**src/design/xml_name_escape_encoder_core_assert.svh**
```systemverilog
// ----------------------------------------------------------------------------
// XML name escape encoder: assertion macros
// Shared concurrent assertion forms, clocked on clock and disabled in reset.
// ----------------------------------------------------------------------------
`ifndef XML_NAME_ESCAPE_ENCODER_CORE_ASSERT_SVH
`define XML_NAME_ESCAPE_ENCODER_CORE_ASSERT_SVH

// condition must never hold at a clock edge
`define XNE_ASSERT_NEVER(label, cond, msg) \
   label: assert property (@(posedge clock) disable iff (reset) !(cond)) \
      else $error(msg);

// antecedent at one edge requires consequent at the next edge
`define XNE_ASSERT_NEXT(label, ante, cons, msg) \
   label: assert property (@(posedge clock) disable iff (reset) (ante) |=> (cons)) \
      else $error(msg);

`endif

```
**src/design/xne_pkg.sv**
```systemverilog
// ----------------------------------------------------------------------------
// XML name escape encoder package
// Payload types, byte classes, character constants and classification helpers.
// ----------------------------------------------------------------------------
`default_nettype none

package xne_pkg;

   localparam logic [7:0] CHAR_Z          = 8'h5A;
   localparam logic [7:0] CHAR_HYPHEN     = 8'h2D;
   localparam logic [7:0] CHAR_UNDERSCORE = 8'h5F;
   localparam logic [7:0] CHAR_SPACE      = 8'h20;
   localparam logic [7:0] CHAR_ZERO       = 8'h30;
   localparam logic [7:0] CHAR_NINE       = 8'h39;
   localparam logic [7:0] CHAR_UPPER_A    = 8'h41;
   localparam logic [7:0] CHAR_UPPER_Z    = 8'h5A;
   localparam logic [7:0] CHAR_LOWER_A    = 8'h61;
   localparam logic [7:0] CHAR_LOWER_Z    = 8'h7A;
   localparam logic [7:0] CHAR_UPPER_X    = 8'h58;
   localparam logic [7:0] CHAR_LOWER_X    = 8'h78;
   localparam logic [7:0] CHAR_UPPER_M    = 8'h4D;
   localparam logic [7:0] CHAR_LOWER_M    = 8'h6D;
   localparam logic [7:0] CHAR_UPPER_L    = 8'h4C;
   localparam logic [7:0] CHAR_LOWER_L    = 8'h6C;

   typedef enum logic [1:0] {
      CLS_ALNUM  = 2'd0,
      CLS_SPACE  = 2'd1,
      CLS_HYPHEN = 2'd2,
      CLS_OTHER  = 2'd3
   } cls_type;

   typedef struct packed {
      logic [7:0] in_byte;
      logic       name_last;
   } req_type;

   typedef struct packed {
      logic [7:0] out_byte;
      logic       run_last;
      logic       name_end;
   } rsp_type;

   typedef struct packed {
      logic [7:0] value;
      cls_type    cls;
   } job_byte_type;

   // one unit of back-end work: optional prefix then one to three bytes
   typedef struct packed {
      logic                     prefix;
      logic                     name_last;
      logic [1:0]               count;
      job_byte_type [2:0]       bytes;
   } job_type;

   function automatic logic is_letter(input logic [7:0] b);
      return ((b >= CHAR_UPPER_A) && (b <= CHAR_UPPER_Z)) ||
             ((b >= CHAR_LOWER_A) && (b <= CHAR_LOWER_Z));
   endfunction

   function automatic cls_type classify(input logic [7:0] b);
      cls_type c;
      if (b == CHAR_SPACE) begin
         c = CLS_SPACE;
      end else if (b == CHAR_HYPHEN) begin
         c = CLS_HYPHEN;
      end else if (is_letter(b) || ((b >= CHAR_ZERO) && (b <= CHAR_NINE))) begin
         c = CLS_ALNUM;
      end else begin
         c = CLS_OTHER;
      end
      return c;
   endfunction

   function automatic job_byte_type make_job_byte(input logic [7:0] b);
      job_byte_type j;
      j.value = b;
      j.cls   = classify(b);
      return j;
   endfunction

endpackage

`default_nettype wire

```
**src/design/xne_front.sv**
```systemverilog
// ----------------------------------------------------------------------------
// XML name escape encoder: front end
// Accepts input bytes, holds the head of each name and issues classified jobs.
// ----------------------------------------------------------------------------
`default_nettype none

module xne_front (
   input  wire logic            clock,
   input  wire logic            reset,
   input  wire logic            req_push,
   input  wire xne_pkg::req_type req_data,
   input  wire logic            q_full,
   output logic                 job_push,
   output xne_pkg::job_type     job_data
);

   logic [7:0] head0_ff, head0_in;
   logic [7:0] head1_ff, head1_in;
   logic [1:0] head_count_ff, head_count_in;
   logic       head_done_ff, head_done_in;

   logic       accept;
   logic       flush;
   logic [7:0] b0, b1;
   logic       xml;

   always_comb begin
      accept = req_push & ~q_full;
      flush  = (head_count_ff == 2'd2) | req_data.name_last;

      b0 = (head_count_ff == 2'd0) ? req_data.in_byte : head0_ff;
      b1 = (head_count_ff == 2'd1) ? req_data.in_byte : head1_ff;

      xml = (head_count_ff == 2'd2) &&
            ((head0_ff == xne_pkg::CHAR_LOWER_X) || (head0_ff == xne_pkg::CHAR_UPPER_X)) &&
            ((head1_ff == xne_pkg::CHAR_LOWER_M) || (head1_ff == xne_pkg::CHAR_UPPER_M)) &&
            ((req_data.in_byte == xne_pkg::CHAR_LOWER_L) ||
             (req_data.in_byte == xne_pkg::CHAR_UPPER_L));

      job_data.name_last = req_data.name_last;
      job_data.bytes[2]  = xne_pkg::make_job_byte(req_data.in_byte);
      if (head_done_ff) begin
         job_data.prefix   = 1'b0;
         job_data.count    = 2'd1;
         job_data.bytes[0] = xne_pkg::make_job_byte(req_data.in_byte);
         job_data.bytes[1] = xne_pkg::make_job_byte(req_data.in_byte);
      end else begin
         job_data.prefix   = xml | ~xne_pkg::is_letter(b0);
         job_data.count    = head_count_ff + 2'd1;
         job_data.bytes[0] = xne_pkg::make_job_byte(b0);
         job_data.bytes[1] = xne_pkg::make_job_byte(b1);
      end

      job_push = accept & (head_done_ff | flush);

      head0_in      = head0_ff;
      head1_in      = head1_ff;
      head_count_in = head_count_ff;
      head_done_in  = head_done_ff;
      if (accept) begin
         if (req_data.name_last) begin
            head_count_in = 2'd0;
            head_done_in  = 1'b0;
         end else if (!head_done_ff && flush) begin
            head_count_in = 2'd0;
            head_done_in  = 1'b1;
         end else if (!head_done_ff) begin
            // hold the byte until the head is complete
            if (head_count_ff == 2'd0) begin
               head0_in = req_data.in_byte;
            end else begin
               head1_in = req_data.in_byte;
            end
            head_count_in = head_count_ff + 2'd1;
         end
      end
   end

   always_ff @(posedge clock) begin
      head0_ff <= head0_in;
      head1_ff <= head1_in;
      if (reset) begin
         head_count_ff <= 2'd0;
         head_done_ff  <= 1'b0;
      end else begin
         head_count_ff <= head_count_in;
         head_done_ff  <= head_done_in;
      end
   end

endmodule

`default_nettype wire

```
**src/design/xne_job_queue.sv**
```systemverilog
// ----------------------------------------------------------------------------
// XML name escape encoder: job queue
// Two-entry queue of jobs between the front end and the back end.
// ----------------------------------------------------------------------------
`default_nettype none

module xne_job_queue (
   input  wire logic             clock,
   input  wire logic             reset,
   input  wire logic             push,
   input  wire xne_pkg::job_type push_data,
   output logic                  full,
   input  wire logic             pop,
   output logic                  valid,
   output xne_pkg::job_type      pop_data
);

   xne_pkg::job_type mem_ff [2];
   logic       wr_ptr_ff, wr_ptr_in;
   logic       rd_ptr_ff, rd_ptr_in;
   logic [1:0] count_ff, count_in;
   logic       do_push, do_pop;

   always_comb begin
      full     = (count_ff == 2'd2);
      valid    = (count_ff != 2'd0);
      pop_data = mem_ff[rd_ptr_ff];
      do_push  = push & ~full;
      do_pop   = pop & valid;
      wr_ptr_in = wr_ptr_ff ^ do_push;
      rd_ptr_in = rd_ptr_ff ^ do_pop;
      count_in  = count_ff;
      if (do_push && !do_pop) begin
         count_in = count_ff + 2'd1;
      end else if (do_pop && !do_push) begin
         count_in = count_ff - 2'd1;
      end
   end

   always_ff @(posedge clock) begin
      if (do_push) begin
         mem_ff[wr_ptr_ff] <= push_data;
      end
   end

   always_ff @(posedge clock) begin
      if (reset) begin
         wr_ptr_ff <= 1'b0;
         rd_ptr_ff <= 1'b0;
         count_ff  <= 2'd0;
      end else begin
         wr_ptr_ff <= wr_ptr_in;
         rd_ptr_ff <= rd_ptr_in;
         count_ff  <= count_in;
      end
   end

endmodule

`default_nettype wire

```
**src/design/xne_back.sv**
```systemverilog
// ----------------------------------------------------------------------------
// XML name escape encoder: back end
// Expands a job into encoded result bytes, one per cycle unless output stalls.
// ----------------------------------------------------------------------------
`default_nettype none

module xne_back (
   input  wire logic             clock,
   input  wire logic             reset,
   input  wire logic             job_valid,
   input  wire xne_pkg::job_type job_data,
   output logic                  job_pop,
   output logic                  rsp_empty,
   input  wire logic             rsp_pop,
   output xne_pkg::rsp_type      rsp_data
);

   xne_pkg::job_type     cur_ff, cur_in;
   logic                 cur_valid_ff, cur_valid_in;
   logic [1:0]           pfx_ff, pfx_in;
   logic [1:0]           idx_ff, idx_in;
   logic [1:0]           sub_ff, sub_in;
   xne_pkg::rsp_type     out_ff, out_in;
   logic                 out_valid_ff, out_valid_in;

   xne_pkg::job_byte_type cur_byte;
   logic                  in_prefix;
   logic                  enc_last;
   logic                  run_last;
   logic                  emit;
   logic                  load;
   logic [7:0]            ch;

   always_comb begin
      cur_byte  = cur_ff.bytes[idx_ff];
      in_prefix = cur_ff.prefix & (pfx_ff != 2'd3);

      enc_last = 1'b1;
      ch       = cur_byte.value;
      case (cur_byte.cls)
         xne_pkg::CLS_ALNUM: begin
            ch = cur_byte.value;
         end
         xne_pkg::CLS_SPACE: begin
            ch = xne_pkg::CHAR_UNDERSCORE;
         end
         xne_pkg::CLS_HYPHEN: begin
            ch       = xne_pkg::CHAR_HYPHEN;
            enc_last = (sub_ff == 2'd1);
         end
         xne_pkg::CLS_OTHER: begin
            enc_last = (sub_ff == 2'd3);
            case (sub_ff)
               2'd0:    ch = xne_pkg::CHAR_HYPHEN;
               2'd1:    ch = xne_pkg::CHAR_ZERO + {6'd0, cur_byte.value[7:6]};
               2'd2:    ch = xne_pkg::CHAR_ZERO + {5'd0, cur_byte.value[5:3]};
               default: ch = xne_pkg::CHAR_ZERO + {5'd0, cur_byte.value[2:0]};
            endcase
         end
         default: begin
            ch = cur_byte.value;
         end
      endcase

      if (in_prefix) begin
         case (pfx_ff)
            2'd0:    ch = xne_pkg::CHAR_Z;
            2'd1:    ch = xne_pkg::CHAR_HYPHEN;
            default: ch = xne_pkg::CHAR_UNDERSCORE;
         endcase
      end

      run_last = ~in_prefix & enc_last & (idx_ff == (cur_ff.count - 2'd1));

      emit    = cur_valid_ff & (~out_valid_ff | rsp_pop);
      load    = ~cur_valid_ff | (emit & run_last);
      job_pop = load & job_valid;

      out_in       = out_ff;
      out_valid_in = out_valid_ff & ~rsp_pop;
      if (emit) begin
         out_in.out_byte = ch;
         out_in.run_last = run_last;
         out_in.name_end = run_last & cur_ff.name_last;
         out_valid_in    = 1'b1;
      end

      cur_in       = cur_ff;
      cur_valid_in = cur_valid_ff;
      pfx_in       = pfx_ff;
      idx_in       = idx_ff;
      sub_in       = sub_ff;
      if (load) begin
         // take the next job straight after the last byte of this one
         cur_in       = job_data;
         cur_valid_in = job_valid;
         pfx_in       = 2'd0;
         idx_in       = 2'd0;
         sub_in       = 2'd0;
      end else if (emit) begin
         if (in_prefix) begin
            pfx_in = pfx_ff + 2'd1;
         end else if (enc_last) begin
            idx_in = idx_ff + 2'd1;
            sub_in = 2'd0;
         end else begin
            sub_in = sub_ff + 2'd1;
         end
      end

      rsp_empty = ~out_valid_ff;
      rsp_data  = out_ff;
   end

   always_ff @(posedge clock) begin
      cur_ff <= cur_in;
      out_ff <= out_in;
      if (reset) begin
         cur_valid_ff <= 1'b0;
         out_valid_ff <= 1'b0;
         pfx_ff       <= 2'd0;
         idx_ff       <= 2'd0;
         sub_ff       <= 2'd0;
      end else begin
         cur_valid_ff <= cur_valid_in;
         out_valid_ff <= out_valid_in;
         pfx_ff       <= pfx_in;
         idx_ff       <= idx_in;
         sub_ff       <= sub_in;
      end
   end

endmodule

`default_nettype wire

```
**src/design/xml_name_escape_encoder_core.sv**
```systemverilog
// ----------------------------------------------------------------------------
// XML name escape encoder core
// Encodes streamed names into XML-safe names, one byte a cycle unless stalled.
//
//   Channel   Ports                        Direction   Payload
//   request   req_push / req_full          in          xne_pkg::req_type
//   response  rsp_empty / rsp_pop          out         xne_pkg::rsp_type
//
// The back end emits one result byte per cycle unless the result register
// stalls; an input byte encodes to one to four result bytes (the prefix adds
// three for the head). A first result passes through the job queue, the back
// end's current-job register and the result register. A two-entry job queue
// lets the front end take transactions while the back end is busy or the
// result register stalls. Reset is synchronous and clears all control state.
// ----------------------------------------------------------------------------
`default_nettype none

`include "xml_name_escape_encoder_core_assert.svh"

module xml_name_escape_encoder_core (
   input  wire logic             clock,
   input  wire logic             reset,
   input  wire logic             req_push,
   output logic                  req_full,
   input  wire xne_pkg::req_type req_data,
   output logic                  rsp_empty,
   input  wire logic             rsp_pop,
   output xne_pkg::rsp_type      rsp_data
);

   logic             job_push;
   xne_pkg::job_type job_in;
   logic             q_full;
   logic             q_valid;
   logic             q_pop;
   xne_pkg::job_type q_data;
   logic             rsp_bad_end;
   logic             job_no_bytes;

   assign req_full = q_full;

   assign rsp_bad_end  = ~rsp_empty & rsp_data.name_end & ~rsp_data.run_last;
   assign job_no_bytes = job_push & (job_in.count == 2'd0);

   xne_front u_front (
      .clock    (clock),
      .reset    (reset),
      .req_push (req_push),
      .req_data (req_data),
      .q_full   (q_full),
      .job_push (job_push),
      .job_data (job_in)
   );

   xne_job_queue u_queue (
      .clock     (clock),
      .reset     (reset),
      .push      (job_push),
      .push_data (job_in),
      .full      (q_full),
      .pop       (q_pop),
      .valid     (q_valid),
      .pop_data  (q_data)
   );

   xne_back u_back (
      .clock     (clock),
      .reset     (reset),
      .job_valid (q_valid),
      .job_data  (q_data),
      .job_pop   (q_pop),
      .rsp_empty (rsp_empty),
      .rsp_pop   (rsp_pop),
      .rsp_data  (rsp_data)
   );

   `XNE_ASSERT_NEVER(a_no_push_when_full, job_push && q_full, "job pushed into a full queue")
   `XNE_ASSERT_NEVER(a_name_end_closes_run, rsp_bad_end, "name end without run end")
   `XNE_ASSERT_NEVER(a_job_count_range, job_no_bytes, "job with no bytes")
   `XNE_ASSERT_NEXT(a_pop_needs_job, q_pop, !q_full, "queue still full after pop")

endmodule

`default_nettype wire
```
**config.mk**
```make
export PLATFORM = sky130hd
export DESIGN_NAME = xml_name_escape_encoder_core
export DESIGN_NICKNAME = d
export VERILOG_FILES = /design/src/design/xne_pkg.sv /design/src/design/xne_front.sv /design/src/design/xne_job_queue.sv /design/src/design/xne_back.sv /design/src/design/xml_name_escape_encoder_core.sv
export VERILOG_INCLUDE_DIRS = /design/src /design/src/design
export SDC_FILE = /design/constraint.sdc
export NUM_CORES = 1
export LEC_CHECK = 0
export BUFFER_PORTS_ARGS = -buffer_cell sky130_fd_sc_hd__buf_2
export CAP_MARGIN = 5
export CORE_MARGIN = 5
export CORE_UTILIZATION = 62
export DETAILED_ROUTE_END_ITERATION = 7
export PLACE_DENSITY = 0.8
export REMOVE_ABC_BUFFERS = 1
export SYNTH_ARGS = -nofsm -noshare
export SYNTH_HDL_FRONTEND = slang
export SYNTH_HIERARCHICAL = 1
export SYNTH_SLANG_ARGS = --single-unit
```
**constraint.sdc**
```tcl
create_clock -name clock -period 4.2 [get_ports clock]
set_clock_uncertainty 0.1 [all_clocks]
set_input_delay 0.21 -clock clock [delete_from_list [all_inputs] [get_ports clock]]
set_output_delay 0.21 -clock clock [all_outputs]
set_load 0.02 [all_outputs]
```
==> results of run 1 <==
## stage by stage
step	area, um^2	std cells	util [%]	hold slack (ns)
2_1_floorplan	6390	449	-	0.177
5_1_grt	7510	657	72.7	0.0915
4_1_cts	7510	657	72.7	0.0646
3_3_place_gp	6720	614	65.1	0.366
6_report	7510	657	72.7	0.0978
3_5_place_dp	6720	614	65.1	0.373
## worst reg2reg max path: cells and delay by family (launching register included)
kind / cells / cell delay (ns)
compound gates: 6 / 1.24
flops: 1 / 0.55
simple gates: 2 / 0.53
fa+ha+maj: 1 / 0.36
buf+inv: 1 / 0.27
mux: 1 / 0.25
## report_power, final
group	leakage [nW]	switching [mW]	internal (mW)	total, mW
registers	1.32	0.127	1.96	2.09
logic	0.967	0.591	0.361	0.952
clock network	0.326	0.564	1.14	1.71
## synthesized netlist by cell type (4+ instances only)
cell	instances	share of area (%)
nor2b_1	6	0.57
nand2b_1	4	0.38
inv_1	20	1.1
edfxtp_1	128	59
o21ai_0	27	2.1
clkbuf_1	9	0.52
nor3_1	5	0.38
ha_1	16	3.1
dfxtp_1	15	4.6
o22ai_1	4	0.38
buf_4	13	1.5
a31oi_1	7	0.67
mux2i_1	13	2.0
nand3_1	8	0.61
nand2_1	26	1.5
nor2_1	32	1.8
mux2_2	55	9.4
a21oi_1	19	1.4
## final cells by class
class	count	area, um^2
clock inverters	15	265
inverters	20	75.1
clock buffers	17	414
repair buffers	40	268
flip-flops and latches	143	4140
well taps	136	170
fillers	647	2820
multi-input cells	286	2170
## per-layer routing
metal / track usage [%] / vias up / share of wire (%)
met1: 28.6 / 1971 / 43
met4: 5.93 / 0 / 1.5
met2: 36.4 / 136 / 50
li1: - / 1853 / -
met5: 0 / - / 0
met3: 6.42 / 13 / 5.5
## cells by family (layout without fill, tap and decap cells)
logic type	Yosys count	count (layout)
AO/OA/AOI/OAI	86	86
XOR/XNOR	5	5
adder cells (fa/ha/maj)	16	16
buffers and inverters	47	92
flip-flops	143	143
multiplexers	70	70
AND/OR/NAND/NOR	109	109
## path summary, 6_finish.rpt
path              cells after the start                          start                           endpoint  slack [ns]
setup / recovery                     11  u_back/idx_ff[1]$_SDFFE_PP0P_   u_queue/count_ff[1]$_SDFFE_PP0P_        0.83
hold / removal                        4                       req_push  u_front/head_done_ff$_SDFFE_PP0P_         0.1
setup reg to reg                     11  u_back/idx_ff[1]$_SDFFE_PP0P_   u_queue/count_ff[1]$_SDFFE_PP0P_        0.83
hold reg to reg                       2  u_back/sub_ff[1]$_SDFFE_PP0P_      u_back/sub_ff[1]$_SDFFE_PP0P_        0.43
## what timing repair did
action / in CTS / in global routing
endpoints found under the hold margin: 35 / 0
hold buffers: 11 / 0
endpoints found under the setup margin: 0 / 0
buffers inserted: 0 / 0
## sequential cells by signal, indices dropped and copies added (netlist names), 2 cells and up
register / count
u_queue/mem_ff: 68
u_back/rsp_data: 10
u_front/head_count_ff: 2
u_queue/count_ff: 2
u_front/head0_ff: 8
u_front/head1_ff: 8
u_back/sub_ff: 2
u_back/cur_ff: 34
u_back/idx_ff: 2
u_back/pfx_ff: 2
==> impl_metrics.csv, run 1 <==
group,metric,value,unit
outcome,status,"finished, final reports clean",
setup_path,crit_chain,"buf_4, mux2i_1, a2bb2oi_2, a21oi_2, o21a_4, o31ai_4, and2_1, o21ai_0, ha_1, or3_1, a21oi_1",
clock_network,htree_levels,4,
flow_run,drv_cap,0,
logic_synthesis,synth_edf_count,128,
cells_and_area,areaGrowthSynthToFinish,14.5,%
logic_synthesis,syn_inst,476,
timing,period_needed,3.37,ns
cells_and_area,drive_above_1_share,24.4,%
route,ant_nets,0,
cells_and_area,final_cell_mix,"edfxtp_1 (128), mux2_2 (55), nor2_1 (32)",
setup_path,max_stage_delay,0.55,ns
timing,rsz0062_at_grt,"no",
cells_and_area,nets,537,
setup_path,start_kind,"register",
logic_synthesis,synth_top_family_by_area,"multiplexers",
placement,io_buffers,24,
logic_synthesis,synthSimpleGateAreaFrac,8.49,%
cells_and_area,n_antenna_cell,0,
global_routing,grt_pass1_wl,21.3,mm
clock_network,clk_latency,0.52,ns
setup_path,path_class,"register to register",
power_and_ir_drop,p_leak,2.62,nW
power_and_ir_drop,powerDensity,633,nW/um^2
logic_synthesis,synthXorXnorAreaFrac,0.668,%
clock_network,clockBufferDepth,2,
route,routed_wl,13.0,mm
logic_synthesis,ys.flop_type,"edfxtp_1",
logic_synthesis,synth_compound_area_share,9.02,%
timing,slew_headroom,45.1,%
timing,setup_slack,0.833,ns
setup_path,critPathArrivalTime,3.72,ns
timing,finalSetupTns,0,ns
floorplanning,die_x,113,um
worst_hold_path,hold_class,"primary input to register",
timing,tightest_slew,0.816,ns
timing,setup_viol_count_final,0,
floorplanning,die_h,113,um
floorplanning,num_io_pins,25,
placement,place_hpwl,8.31,mm
route,first_pass_iters,5,
timing,maxSlewViolCount,0,
floorplanning,row_count,37,
timing,fmax,0.297,GHz
setup_path,worst-path-buf-inv,1,
logic_synthesis,yosysSeqAreaShare,63.2,%
timing,final_hold_viol_count,0,
power_and_ir_drop,finalPower,4.75,mW
floorplanning,initial_core_util,63.5,%
clock_network,cts_resized,0,
global_routing,grt_max_degree,36,
global_routing,antenna_found_initial,0,
route,wl_per_cell,19.8,um
setup_path,required,4.55,ns
global_routing,grt_use_total,22.0,%
clock_network,cts_tree,"done",
logic_synthesis,syn_avg_cell_area,13.8,um^2
route,vias_per_cell,6.05,
power_and_ir_drop,max-vdd-ir-drop,442,uV
cells_and_area,layout_commonest_cell,"edfxtp_1",
setup_path,crit_fanout,9,
logic_synthesis,ys.warnings.count,6,
floorplanning,placeableCoreArea,10300,um^2
timing,fin_crit_sh,80.2,%
setup_path,slowest_stage,"dfxtp_1",
global_routing,grt_overflow,0,
logic_synthesis,synth_seq_cells,143,
route,drc,0,
logic_synthesis,synth_fa_ha_area_share,3.05,%
logic_synthesis,synthDistinctLibCells,61,
clock_network,clk_pin_slew,0.06,ns
route,drtIter0Drc,295,
floorplanning,dieArea,12700,um^2
global_routing,grt_pass1_vias,3876,
route,num_vias,3973,
clock_network,clock_sinks,143,
setup_path,worstSetupEndpointType,"register",
placement,place_ws,0.983,ns
clock_network,cts_buffers,17,
clock_network,root_buffer,"clkbuf_8",
logic_synthesis,synth_area,6560,um^2
logic_synthesis,async_flop_share,0,%
placement,gp_congestion,0.857,
setup_path,path_delay_family,"compound AO/OA/AOI/OAI gates",
logic_synthesis,synthMuxAreaShare,11.9,%
Power figures use the tool's default switching activity.
==> run 2: changes to the inputs <==
clock period = 3.1 ns   (was 4.2 ns; I/O delays follow)
==> impl_metrics.csv, run 2 (synthesized netlist as in run 1, its figures left out) <==
group,metric,value,unit
outcome,status,"finished, final reports clean",
setup_path,critPathArrivalTime,3.15,ns
clock_network,cts_buffers,17,
cells_and_area,nets,545,
clock_network,clk_pin_slew,0.06,ns
global_routing,grt_use_total,21.1,%
clock_network,clk_latency,0.52,ns
timing,tightest_slew,0.711,ns
setup_path,r2r-end,"u_queue/count_ff[1]$_SDFFE_PP0P_",
clock_network,htree_levels,4,
worst_hold_path,worstHoldPathCells,4,
floorplanning,initial_core_util,63.5,%
route,vias_per_cell,6.02,
setup_path,path_delay_family,"compound AO/OA/AOI/OAI gates",
power_and_ir_drop,powerDensity,794,nW/um^2
power_and_ir_drop,max-vdd-ir-drop,410,uV
global_routing,grt_max_degree,36,
clock_network,clock_sinks,143,
timing,setup_slack,0.309,ns
placement,place_hpwl,8.34,mm
route,dr.max_layer_used,"met4",
setup_path,cp.depth,9,
setup_path,crit_chain,"mux2i_1, mux2i_1, o21a_4, o31ai_4, and2_1, o21ai_0, ha_1, or3_1, a21oi_1",
setup_path,r2r-start,"u_back/idx_ff[1]$_SDFFE_PP0P_",
route,wl_met1,5.30,mm
floorplanning,dieArea,12700,um^2
route,dr_wl_met3,776,um
route,num_vias,4004,
floorplanning,num_io_pins,25,
timing,fin_crit_sh,90.0,%
cells_and_area,regMostFlops,"u_queue/mem_ff",
clock_network,root_buffer,"clkbuf_8",
timing,rsz0062_at_grt,"no",
timing,final_hold_viol_count,0,
setup_path,ff2ff_path_depth,9,
setup_path,max_stage_delay,0.47,ns
cells_and_area,layout_commonest_cell,"edfxtp_1",
timing,period_needed,2.79,ns
cells_and_area,fillers,667,
timing,setup_viol_count_final,0,
setup_path,crit_fanout,7,
clock_network,clockBufferDepth,2,
setup_path,worstSetupEndpointType,"register",
cells_and_area,final_cell_mix,"edfxtp_1 (128), mux2_2 (55), nor2_1 (32)",
route,ant_nets,0,
setup_path,path_class,"register to register",
timing,maxSlewViolCount,0,
placement,place_ws,0.354,ns
worst_hold_path,hp-start,"req_push",
floorplanning,placeableCoreArea,10300,um^2
placement,gp_congestion,0.885,
clock_network,cts_tree,"done",
cells_and_area,n_antenna_cell,0,
route,first_pass_iters,5,
route,drc,0,
global_routing,antenna_found_initial,0,
route,routed-wl-met2,6.31,mm
setup_path,required,3.46,ns
flow_run,drv_cap,0,
floorplanning,row_count,37,
setup_path,cp_common_cell,"mux2i_1",
placement,io_buffers,24,
timing,finalSetupTns,0,ns
setup_path,reg2reg_slack,0.31,ns
setup_path,worst-path-buf-inv,0,
global_routing,grt_pass1_vias,3922,
floorplanning,die_h,113,um
route,routed_wl,12.6,mm
timing,fmax,0.358,GHz
global_routing,grt_overflow,0,
global_routing,grt_pass1_wl,20.4,mm
floorplanning,die_x,113,um
setup_path,start_kind,"register",
setup_path,cp-endpoint,"u_queue/count_ff[1]$_SDFFE_PP0P_",
setup_path,crit_start,"u_back/idx_ff[1]$_SDFFE_PP0P_",
worst_hold_path,hold_class,"primary input to register",
timing,fin_hold_ws,0.0872,ns
route,drtIter0Drc,330,
cells_and_area,drive_above_1_share,24.4,%
route,wl_per_cell,18.9,um
timing,slew_headroom,52.4,%
cells_and_area,largest_reg_flops,68,
power_and_ir_drop,p_leak,2.59,nW
setup_path,slowest_stage,"dfxtp_1",
cells_and_area,areaGrowthSynthToFinish,13.0,%
run 2: cell types whose count changed in the layout (fill, tap and decap cells not counted), sizes merged:
cell / delta
buf: +8
clkinvlp: -2
inv: -1
bufinv: -7
clkbuf: +9
clkinv: +1
run 2: final cells by class:
cell class / instances / area, um^2 / share of cell area (%)
Clock buffer: 26 / 490 / 6.62
Inverter: 20 / 75.1 / 1.01
Timing Repair Buffer: 48 / 328 / 4.42
Sequential cell: 143 / 4140 / 55.9
Multi-Input combinational cell: 286 / 2170 / 29.3
Tap cell: 136 / 170 / 2.30
Clock inverter: 6 / 33.8 / 0.456
run 2: report_power, final:
| part | total, mW | internal [mW] | switching (mW) |
|---|---|---|---|
| clock network | 1.78 | 1.07 | 0.705 |
| registers | 2.80 | 2.66 | 0.143 |
| logic | 1.30 | 0.510 | 0.793 |
| total | 5.88 | 4.24 | 1.64 |
run 2: per-layer routing:
metal,global-route usage (%),vias up
li1,-,1872
met1,26.8,1929
met2,35.2,178
met3,5.19,25
met4,7.69,0
met5,0,-
run 2: worst min path at each step:
stage | to | slack (ns)
floorplan | u_queue/wr_ptr_ff$_SDFF_PP0_ | 0.12
detailed placement | u_queue/mem_ff[0][32]$_DFFE_PP_ | 0.31
global route | u_front/head_done_ff$_SDFFE_PP0P_ | 0.09
global placement | u_queue/mem_ff[1][32]$_DFFE_PP_ | 0.31
finish | u_front/head_done_ff$_SDFFE_PP0P_ | 0.09
CTS | u_front/head_done_ff$_SDFFE_PP0P_ | 0.04
run 2: through the flow:
step / instance area (um^2) / std cells / total power, mW / util, %
floorplan: 6390 / 449 / 3.72 / -
global placement: 6780 / 622 / 4.07 / 65.7
detailed placement: 6780 / 622 / 4.12 / 65.7
CTS: 7410 / 665 / 5.92 / 71.8
global route: 7410 / 665 / 6.19 / 71.8
finish: 7410 / 665 / 5.88 / 71.8
run 2: worst register-to-register path, stage by stage (launching register included):
cell	delay, ns
dfxtp_1	0.47
mux2i_1	0.40
mux2i_1	0.14
o21a_4	0.25
o31ai_4	0.26
and2_1	0.15
o21ai_0	0.13
ha_1	0.34
or3_1	0.35
a21oi_1	0.13
run 2: timing repair:
| action | in CTS | in global routing |
|---|---|---|
| buffers inserted | 0 | 0 |
| hold endpoints to repair | 35 | 0 |
| resized for setup | 0 | 0 |
| hold buffers | 11 | 0 |
==> run 3: changes to the inputs <==
CAP_MARGIN = 20   (was 5)
CELL_PAD_IN_SITES_DETAIL_PLACEMENT = 1   (was default)
CELL_PAD_IN_SITES_GLOBAL_PLACEMENT = 2   (was default)
CORE_UTILIZATION = 44   (was 62)
PLACE_DENSITY = default   (was 0.8)
PLACE_DENSITY_LB_ADDON = 0.1   (was default)
==> impl_metrics.csv, run 3 (synthesized netlist as in run 1, its figures left out) <==
group,metric,value,unit
setup_path,crit_chain,"inv_1, ha_1, mux2_2, a21oi_2, o21a_4, o31ai_4, and2_1, o21ai_0, ha_1, or3_1, a21oi_1",
setup_path,path_delay_family,"compound AO/OA/AOI/OAI gates",
global_routing,grt_pass1_wl,23.2,mm
cells_and_area,final_cell_mix,"edfxtp_1 (128), mux2_2 (55), nor2_1 (32)",
setup_path,cp.depth,11,
setup_path,worst-path-buf-inv,1,
setup_path,cp_common_cell,"ha_1",
global_routing,grt_use_total,17.1,%
setup_path,worstSetupEndpointType,"register",
power_and_ir_drop,finalPower,6.12,mW
setup_path,critPathArrivalTime,3.07,ns
timing,fin_crit_sh,90.8,%
timing,final_hold_viol_count,0,
floorplanning,row_count,44,
floorplanning,num_io_pins,25,
clock_network,clockBufferDepth,2,
route,ant_nets,0,
route,wl_per_cell,20.0,um
cells_and_area,areaGrowthSynthToFinish,14.1,%
placement,gp_congestion,0.868,
timing,slew_headroom,46.9,%
power_and_ir_drop,max-vdd-ir-drop,423,uV
timing,maxSlewViolCount,0,
setup_path,ff2ff_path_depth,11,
clock_network,root_buffer,"clkbuf_16",
setup_path,required,3.35,ns
cells_and_area,layout_commonest_cell,"edfxtp_1",
floorplanning,dieArea,17400,um^2
timing,setup_slack,0.284,ns
timing,period_needed,2.82,ns
cells_and_area,largest_reg_flops,68,
timing,fmax,0.355,GHz
timing,rsz0062_at_grt,"no",
clock_network,cts_resized,0,
floorplanning,initial_core_util,45.0,%
global_routing,grt_max_degree,36,
power_and_ir_drop,p_leak,2.59,nW
cells_and_area,regMostFlops,"u_queue/mem_ff",
clock_network,cts_buffers,17,
clock_network,clk_pin_slew,0.06,ns
worst_hold_path,hold_class,"primary input to register",
timing,setup_viol_count_final,0,
timing,tightest_slew,0.790,ns
placement,place_area,6860,um^2
global_routing,grt_overflow,0,
cells_and_area,drive_above_1_share,24.3,%
clock_network,clk_latency,0.42,ns
route,routed_wl,14.2,mm
clock_network,htree_levels,4,
clock_network,cts_tree,"done",
placement,place_ws,0.310,ns
flow_run,drv_cap,0,
cells_and_area,fin_area,7480,um^2
global_routing,grt_pass1_vias,4139,
outcome,status,"finished, final reports clean",
floorplanning,die_x,132,um
cells_and_area,nets,540,
route,vias_per_cell,5.46,
global_routing,antenna_found_initial,0,
setup_path,max_stage_delay,0.41,ns
timing,fin_hold_ws,0.0247,ns
worst_hold_path,worstHoldPathCells,1,
placement,io_buffers,24,
route,num_vias,3857,
floorplanning,placeableCoreArea,14600,um^2
clock_network,clock_sinks,143,
route,drtIter0Drc,205,
setup_path,slowest_stage,"dfxtp_1",
route,drc,0,
setup_path,path_class,"register to register",
route,first_pass_iters,4,
placement,place_hpwl,9.87,mm
setup_path,start_kind,"register",
cells_and_area,n_antenna_cell,0,
power_and_ir_drop,powerDensity,818,nW/um^2
setup_path,crit_fanout,6,
floorplanning,die_h,132,um
## run 3: path summary, 6_finish.rpt
kind,startpoint,end,slack (ns)
setup / recovery,u_back/sub_ff[1]$_SDFFE_PP0P_,u_queue/count_ff[1]$_SDFFE_PP0P_,0.28
hold reg to reg,u_back/sub_ff[1]$_SDFFE_PP0P_,u_back/sub_ff[1]$_SDFFE_PP0P_,0.43
hold / removal,req_data[7],u_front/head1_ff[6]$_DFFE_PP_,0.02
setup reg to reg,u_back/sub_ff[1]$_SDFFE_PP0P_,u_queue/count_ff[1]$_SDFFE_PP0P_,0.28
## run 3: layout make-up
| type | instances | area [um^2] |
|---|---|---|
| Clock buffer | 20 | 437 |
| Clock inverter | 10 | 121 |
| Fill cell | 1460 | 7100 |
| Inverter | 20 | 75.1 |
| Multi-Input combinational cell | 286 | 2170 |
| Sequential cell | 143 | 4140 |
| Tap cell | 184 | 230 |
| Timing Repair Buffer | 43 | 305 |
## run 3: metrics by stage
stage	utilization, %	cells	TNS [ns]
floorplan	-	449	-1.40
global placement	47.0	669	0
detailed placement	47.0	669	0
CTS	51.3	706	0
global route	51.3	706	0
finish	51.3	706	0
## run 3: metal layers
metal / wire length (um) / up-vias / GRT usage (%) / part of all wire (%)
li1: - / 1863 / - / -
met1: 6480 / 1919 / 22.2 / 46
met2: 7040 / 55 / 27.8 / 50
met3: 356 / 20 / 4.20 / 2.5
met4: 278 / 0 / 6.51 / 2.0
met5: 0 / - / 0 / 0
## run 3: what timing repair did
item / CTS / global route
endpoints found under the setup margin: 0 / 0
setup buffers: 0 / 0
hold buffers: 7 / 0
endpoints found under the hold margin: 23 / 0
## run 3: report_power, final
group	internal, mW	switching [mW]
combinational	0.522	0.815
clock	1.24	0.737
sequential	2.66	0.149
